===== src/sv/tcw_pkg.sv =====
package tcw_pkg;

    // Field widths of the item ports.
    localparam int FUNC_W    = 2;
    localparam int CODE_W    = 8;
    localparam int INDEX_W   = 11;
    localparam int ROW_OUT_W = 5;
    localparam int COL_OUT_W = 7;
    localparam int ATTR_W    = 8;
    localparam int CELL_W    = 16;
    localparam int DEL_W     = 7;

    // Configuration port.
    localparam int APB_DATA_W = 32;
    localparam int APB_ADDR_W = 3;
    localparam logic REG_DELETE_CODE = 1'b0;

    // Default screen geometry.
    localparam int COLS_DEF = 80;
    localparam int ROWS_DEF = 25;

    // Character codes and reset values.
    localparam logic [CODE_W-1:0] CH_NEWLINE = 8'h0A;
    localparam logic [CODE_W-1:0] CH_RETURN  = 8'h0D;
    localparam logic [CODE_W-1:0] CH_SPACE   = 8'h20;
    localparam logic [ATTR_W-1:0] ATTR_RESET = 8'h0F;
    localparam logic [DEL_W-1:0]  DEL_RESET  = 7'd127;

    typedef enum logic [FUNC_W-1:0] {
        FUNC_PUT    = 2'd0,
        FUNC_CLEAR  = 2'd1,
        FUNC_READ   = 2'd2,
        FUNC_COLOUR = 2'd3
    } t_func;

    // Commands from the controller to the datapath.
    typedef struct packed {
        logic capture;   // latch the accepted word
        logic exec;      // apply the single-cycle part of the item
        logic cnt_clr;   // restart the sweep counter
        logic clr_step;  // write one blank cell of a clear sweep
        logic scr_step;  // one step of the scroll copy
        logic load_out;  // load the result register
    } t_cmd;

    // Status from the datapath to the controller.
    typedef struct packed {
        logic is_clear;
        logic need_scroll;
        logic clr_last;
        logic scr_last;
    } t_status;

endpackage


===== src/sv/tcw_controller.sv =====
module tcw_controller (
    input  logic              i_clk,
    input  logic              i_rst_n,
    input  logic              i_in_valid,
    input  logic              i_out_ready,
    input  tcw_pkg::t_status  i_status,
    output logic              o_in_ready,
    output logic              o_out_valid,
    output tcw_pkg::t_cmd     o_cmd
);
    import tcw_pkg::*;

    typedef enum logic [2:0] {
        S_INIT,
        S_IDLE,
        S_EXEC,
        S_CLEAR,
        S_SCROLL,
        S_DONE
    } t_state;

    t_state r_state;
    t_state n_state;
    logic   r_out_valid;
    logic   n_out_valid;
    logic   slot_free;

    assign slot_free = !r_out_valid || i_out_ready;

    always_comb begin
        n_state    = r_state;
        o_cmd      = '0;
        o_in_ready = 1'b0;
        case (r_state)
            S_INIT: begin
                o_cmd.clr_step = 1'b1;
                if (i_status.clr_last) begin
                    n_state = S_IDLE;
                end
            end
            S_IDLE: begin
                o_in_ready = 1'b1;
                if (i_in_valid) begin
                    o_cmd.capture = 1'b1;
                    n_state = S_EXEC;
                end
            end
            S_EXEC: begin
                o_cmd.exec    = 1'b1;
                o_cmd.cnt_clr = 1'b1;
                if (i_status.is_clear) begin
                    n_state = S_CLEAR;
                end else if (i_status.need_scroll) begin
                    n_state = S_SCROLL;
                end else begin
                    n_state = S_DONE;
                end
            end
            S_CLEAR: begin
                o_cmd.clr_step = 1'b1;
                if (i_status.clr_last) begin
                    n_state = S_DONE;
                end
            end
            S_SCROLL: begin
                o_cmd.scr_step = 1'b1;
                if (i_status.scr_last) begin
                    n_state = S_DONE;
                end
            end
            S_DONE: begin
                if (slot_free) begin
                    o_cmd.load_out = 1'b1;
                    n_state = S_IDLE;
                end
            end
            default: begin
                n_state = S_IDLE;
            end
        endcase
    end

    always_comb begin
        if (o_cmd.load_out) begin
            n_out_valid = 1'b1;
        end else if (i_out_ready) begin
            n_out_valid = 1'b0;
        end else begin
            n_out_valid = r_out_valid;
        end
    end

    always_ff @(posedge i_clk) begin
        if (!i_rst_n) begin
            r_state     <= S_INIT;
            r_out_valid <= 1'b0;
        end else begin
            r_state     <= n_state;
            r_out_valid <= n_out_valid;
        end
    end

    assign o_out_valid = r_out_valid;

endmodule


===== config.mk =====
export PLATFORM = sky130hd
export DESIGN_NAME = tcw_controller
export DESIGN_NICKNAME = d
export VERILOG_FILES = /design/src/sv/tcw_pkg.sv /design/src/sv/tcw_controller.sv
export SDC_FILE = /design/constraint.sdc
export NUM_CORES = 1
export LEC_CHECK = 0
export BUFFER_PORTS_ARGS = -buffer_cell sky130_fd_sc_hd__buf_2
export CAP_MARGIN = 20
export CORE_AREA = 2 2 39 41
export CTS_BUF_LIST = sky130_fd_sc_hd__clkbuf_4 sky130_fd_sc_hd__clkbuf_8
export DETAILED_ROUTE_END_ITERATION = 7
export DIE_AREA = 0 0 41 43
export MAX_ROUTING_LAYER = met4
export PLACE_DENSITY_LB_ADDON = 0.08
export SYNTH_ARGS = -nofsm -noshare
export SYNTH_HDL_FRONTEND = slang
export SYNTH_SLANG_ARGS = --single-unit

===== constraint.sdc =====
create_clock -name i_clk -period 1.9 [get_ports i_clk]
set_clock_uncertainty 0.1 [all_clocks]
set_input_delay 0.38 -clock i_clk [delete_from_list [all_inputs] [get_ports i_clk]]
set_output_delay 0.38 -clock i_clk [all_outputs]
set_load 0.02 [all_outputs]

Word level (Yosys, flattened, before mapping)
Cells that the tools add are included.

storage, ports and cells
  flip-flop bits (word level) = 4
  input bits = 8
  output and inout port bits = 8
  word-level logic and storage cells = 36

cells by class
  equality and inequality tests = 10
  multiplexer cells = 18
  reductions and logical operators = 6

operator list
  kind                count
  $mux 3              6
  $pmux 3 s6          1
  $mux 1              10
  $ne 2x2->1 const B  5
  $eq 3x2->1 const B  2
  $eq 3x3->1 const B  2
  $reduce_and 5->1    1
  $eq 3x1->1 const B  1
  $logic_not 3->1     1
  $mux 2              1
  $reduce_bool 2->1   1
  $reduce_or 2->1     1
  $logic_not 1->1     1
  $logic_or 1x1->1    1

Depth between registers and ports, before layout
  depth after elaboration = 5
  mapped depth = 4
  depth with buffers taken out = 3

Least setup slack after synthesis
No wires, ideal clock.

  path kind = reg-to-output
  from = register r_state[0]
  to = output port o_cmd[5] (netlist name)
  arrival = 1.364 ns
  required time = 1.420 ns
  slack = 0.056 ns
  stages on the path, launching flop included = 4
  path buffers = 1
  cell sequence = dfxtp_1 buf_6 nor3b_1 and2_1

RTL lines
  item                      line                  source
  start: declaration        tcw_controller.sv:22  t_state r_state;
  start signal: assignment  tcw_controller.sv:98  r_state <= n_state;
  end: declaration          tcw_controller.sv:9   output tcw_pkg::t_cmd o_cmd

==> results.txt <==
----------------------------------------------------
[Synthesis]
  Unique cell type count in the Yosys netlist ... 19
  Seq cells post-synth ... 4
  Synth Warn # ... 0
  Area of the mapped netlist ... 307 um2
  Mean instance size in the synthesized netlist ... 8.52 um2
  Proportion of synthesized chip area in sequential cells ... 0.261
  Mapped Cells ... 36
  Synth Net Count ... 44

[Critical path]
  Startpoint types ... register
  Arrival time of the worst setup path ... 1240 ps
  Kind of cell adding the most delay to the critical path ... flip-flops
  Required time of the critical path ... 1420 ps
  Buffers plus inverters on the worst setup path ... 1
  Register-to-Register Path Depth ... 3
  Maximum cell stage delay along the critical path ... 430 ps
  Critical-path maximum fanout ... 11
  CP cell instances ... nor3b_1 -> and2_1 -> buf_2
  Crit path capture type ... output pin
  CP Depth ... 3
  Type of the worst setup path ... register to output pin
  Crit path max-delay cell type ... sky130_fd_sc_hd__dfxtp_2

[Timing]
  Final hold violation count ... 0
  Setup TNS ... 0 ps
  Final Max Slew Viols ... 0
  Setup WS post-layout ... 184 ps
  Fmax ... 583 MHz
  Least-Margin Pin Slew ... 348 ps
  Worst slew margin relative to its limit ... 0.762
  RSZ-0062 raised after global routing ... false
  Period utilisation layout ... 0.903
  Worst hold-check slack ... 307 ps
  Min Tclk post-route ... 1720 ps
  Setup violation total in the final timing report ... 0

[Power]
  Pleak ... 0.190 nW
  Max IR drop VDD ... 210 uV
  Areal power density over the cells ... 749 nW/um2
  Total power after layout ... 0.290 mW

[Final layout]
  Antenna diode instance count ... 0
  Share of final-layout standard cells stronger than drive strength 1 ... 0.449
  Layout Nets ... 59
  Most frequent standard cell in the layout excluding fill and tap cells ... sky130_fd_sc_hd__buf_2
  Synth-to-layout area growth ... 26.5%
  Final standard cell area without fillers ... 388 um2
  Filler cell count in the final layout ... 159
  Top library cells by usage in the layout, fill and taps aside ... sky130_fd_sc_hd__buf_2, sky130_fd_sc_hd__nor3b_1, sky130_fd_sc_hd__nor2_1, sky130_fd_sc_hd__a21oi_1, sky130_fd_sc_hd__clkbuf_4

[Clocking]
  Clock root buffer ... sky130_fd_sc_hd__clkbuf_4
  Insertion delay of the later-clocked pin in the worst-skew pair ... 240 ps
  TritonCTS buffer count ... 3
  H-tree depth ... 1
  Number of gates resized after CTS ... 0
  Clock transition time at the flip-flop clock pins of the worst setup and hold paths ... 40 ps
  Post-CTS Hold Fix Bufs ... 0
  Max clock buf depth ... 2
  CTS tree ... built
  Setup fix buffers added after clock tree synthesis ... 0
  TritonCTS sink count ... 4

[GRT]
  Global-route wire length before repair ... 1120 um
  GRT overflow ... 0
  Antenna violations before repair ... 0
  Maximum number of pins on one net before global-route repair ... 12
  Vias in the first global route ... 277
  Gr usage total ... 0.0986

[Status]
  Result of the run ... completed

[Placed design]
  Post-placement cell area ... 363 um2
  Gpl congestion ... 0.752
  Detail Placement HPWL ... 566 um
  DP Worst Slack ... 310 ps
  Buffers added on ports ... 15

[Min path]
  Number of cells on the worst hold path ... 2
  Path type of the worst min-delay path ... input port to register

[Floorplan]
  Horizontal die dimension ... 41 um
  I/O pin cnt ... 16
  Number of rows created at floorplan ... 14
  Overall die height ... 43 um
  Core area ... 1380 um2
  DIE AREA ... 1760 um2
  Starting density of the core ... 0.222

[Detailed routing]
  Number of iterations in the first detailed-routing pass ... 2
  Count of routing violations after the opening detailed-route iteration ... 2
  Number of vias per cell ... 4.49
  Detailed-route wire length per cell ... 11.0 um
  Total via count after detailed routing ... 292
  DRC viols ... 0
  Number of nets with antenna violations after routing ... 0
  Total wire length after detailed routing ... 717 um

[Flow run]
  Max cap viols ... 0

----------------------------------------------------
worst register-to-register path: stages, from the launching register on:
cell and delay, ps:
sky130_fd_sc_hd__dfxtp_1 520, sky130_fd_sc_hd__nor2b_1 90, sky130_fd_sc_hd__a2111oi_0 370, sky130_fd_sc_hd__nor3b_1 90
layer usage:
layer	vias to the layer above	share of wire	GRT usage
met5	-	0	-
met4	0	0.011	0.0800
met3	2	0.075	0.0314
met2	11	0.47	0.128
met1	131	0.44	0.118
li1	148	-	-
stage by stage:
step / instances / util
after floorplan: 36 / -
after global placement: 62 / 0.262
after detailed placement: 62 / 0.262
after CTS: 65 / 0.278
after global routing: 65 / 0.280
final: 65 / 0.280
cell families (layout without fill, tap and decap cells):
family	after synthesis	in the layout	share of synthesized area
buffers and inverters	7	20	0.151
xor gates and xnor gates	1	1	0.0286
and+or+nand+nor	15	15	0.310
muxes	2	2	0.0653
DFF	4	4	0.261
AOI/OAI and AO/OA	7	7	0.184
cell type report:
cell class                 instances  area [um2]  area share
multi-input combinational         25         180       0.465
sequential                         4        82.6       0.213
timing repair buffer              15        75.1       0.194
inverter                           2        7.51      0.0194
tap                               16        20.0      0.0516
clock buffer                       3        22.5      0.0581
final timing paths:
check / start / to / slack [ps]
worst max-delay path: r_state[0] / o_cmd[5] / 180
worst min-delay path: i_rst_n / r_state[2] / 310
worst max register to register: r_state[2] / r_state[0] / 610
worst min register to register: o_out_valid / o_out_valid / 420
Yosys cell counts:
| cell | number | area, um2 |
|---|---|---|
| sky130_fd_sc_hd__nor2_1 | 3 | 11.3 |
| sky130_fd_sc_hd__and2b_1 | 2 | 15.0 |
| sky130_fd_sc_hd__a2111oi_2 | 1 | 15.0 |
| sky130_fd_sc_hd__nand3b_1 | 1 | 7.51 |
| sky130_fd_sc_hd__nand2b_1 | 2 | 12.5 |
| sky130_fd_sc_hd__nor2b_1 | 2 | 12.5 |
| sky130_fd_sc_hd__a31oi_1 | 1 | 6.26 |
| sky130_fd_sc_hd__buf_6 | 1 | 11.3 |
| sky130_fd_sc_hd__nor3b_1 | 4 | 30.0 |
| sky130_fd_sc_hd__dfxtp_1 | 4 | 80.1 |
| sky130_fd_sc_hd__and2_1 | 1 | 6.26 |
| sky130_fd_sc_hd__a21oi_1 | 3 | 15.0 |
| sky130_fd_sc_hd__mux2i_1 | 2 | 20.0 |
| sky130_fd_sc_hd__o221a_2 | 1 | 11.3 |
| sky130_fd_sc_hd__a2111oi_0 | 1 | 8.76 |
| sky130_fd_sc_hd__xor2_1 | 1 | 8.76 |
| sky130_fd_sc_hd__buf_2 | 1 | 5.00 |
| sky130_fd_sc_hd__inv_1 | 2 | 7.51 |
| sky130_fd_sc_hd__buf_4 | 3 | 22.5 |
state kept, by name, summed over array words and instances, names as in the netlist:
register     cells
r_state          3
o_out_valid      1
power by group:
group / internal [mW] / switching [mW]
logic: 0.0353 / 0.0402
clock network: 0.0709 / 0.0383
registers: 0.0909 / 0.0148
total: 0.197 / 0.0933
Note: power is estimated with default switching activity, not from simulation.
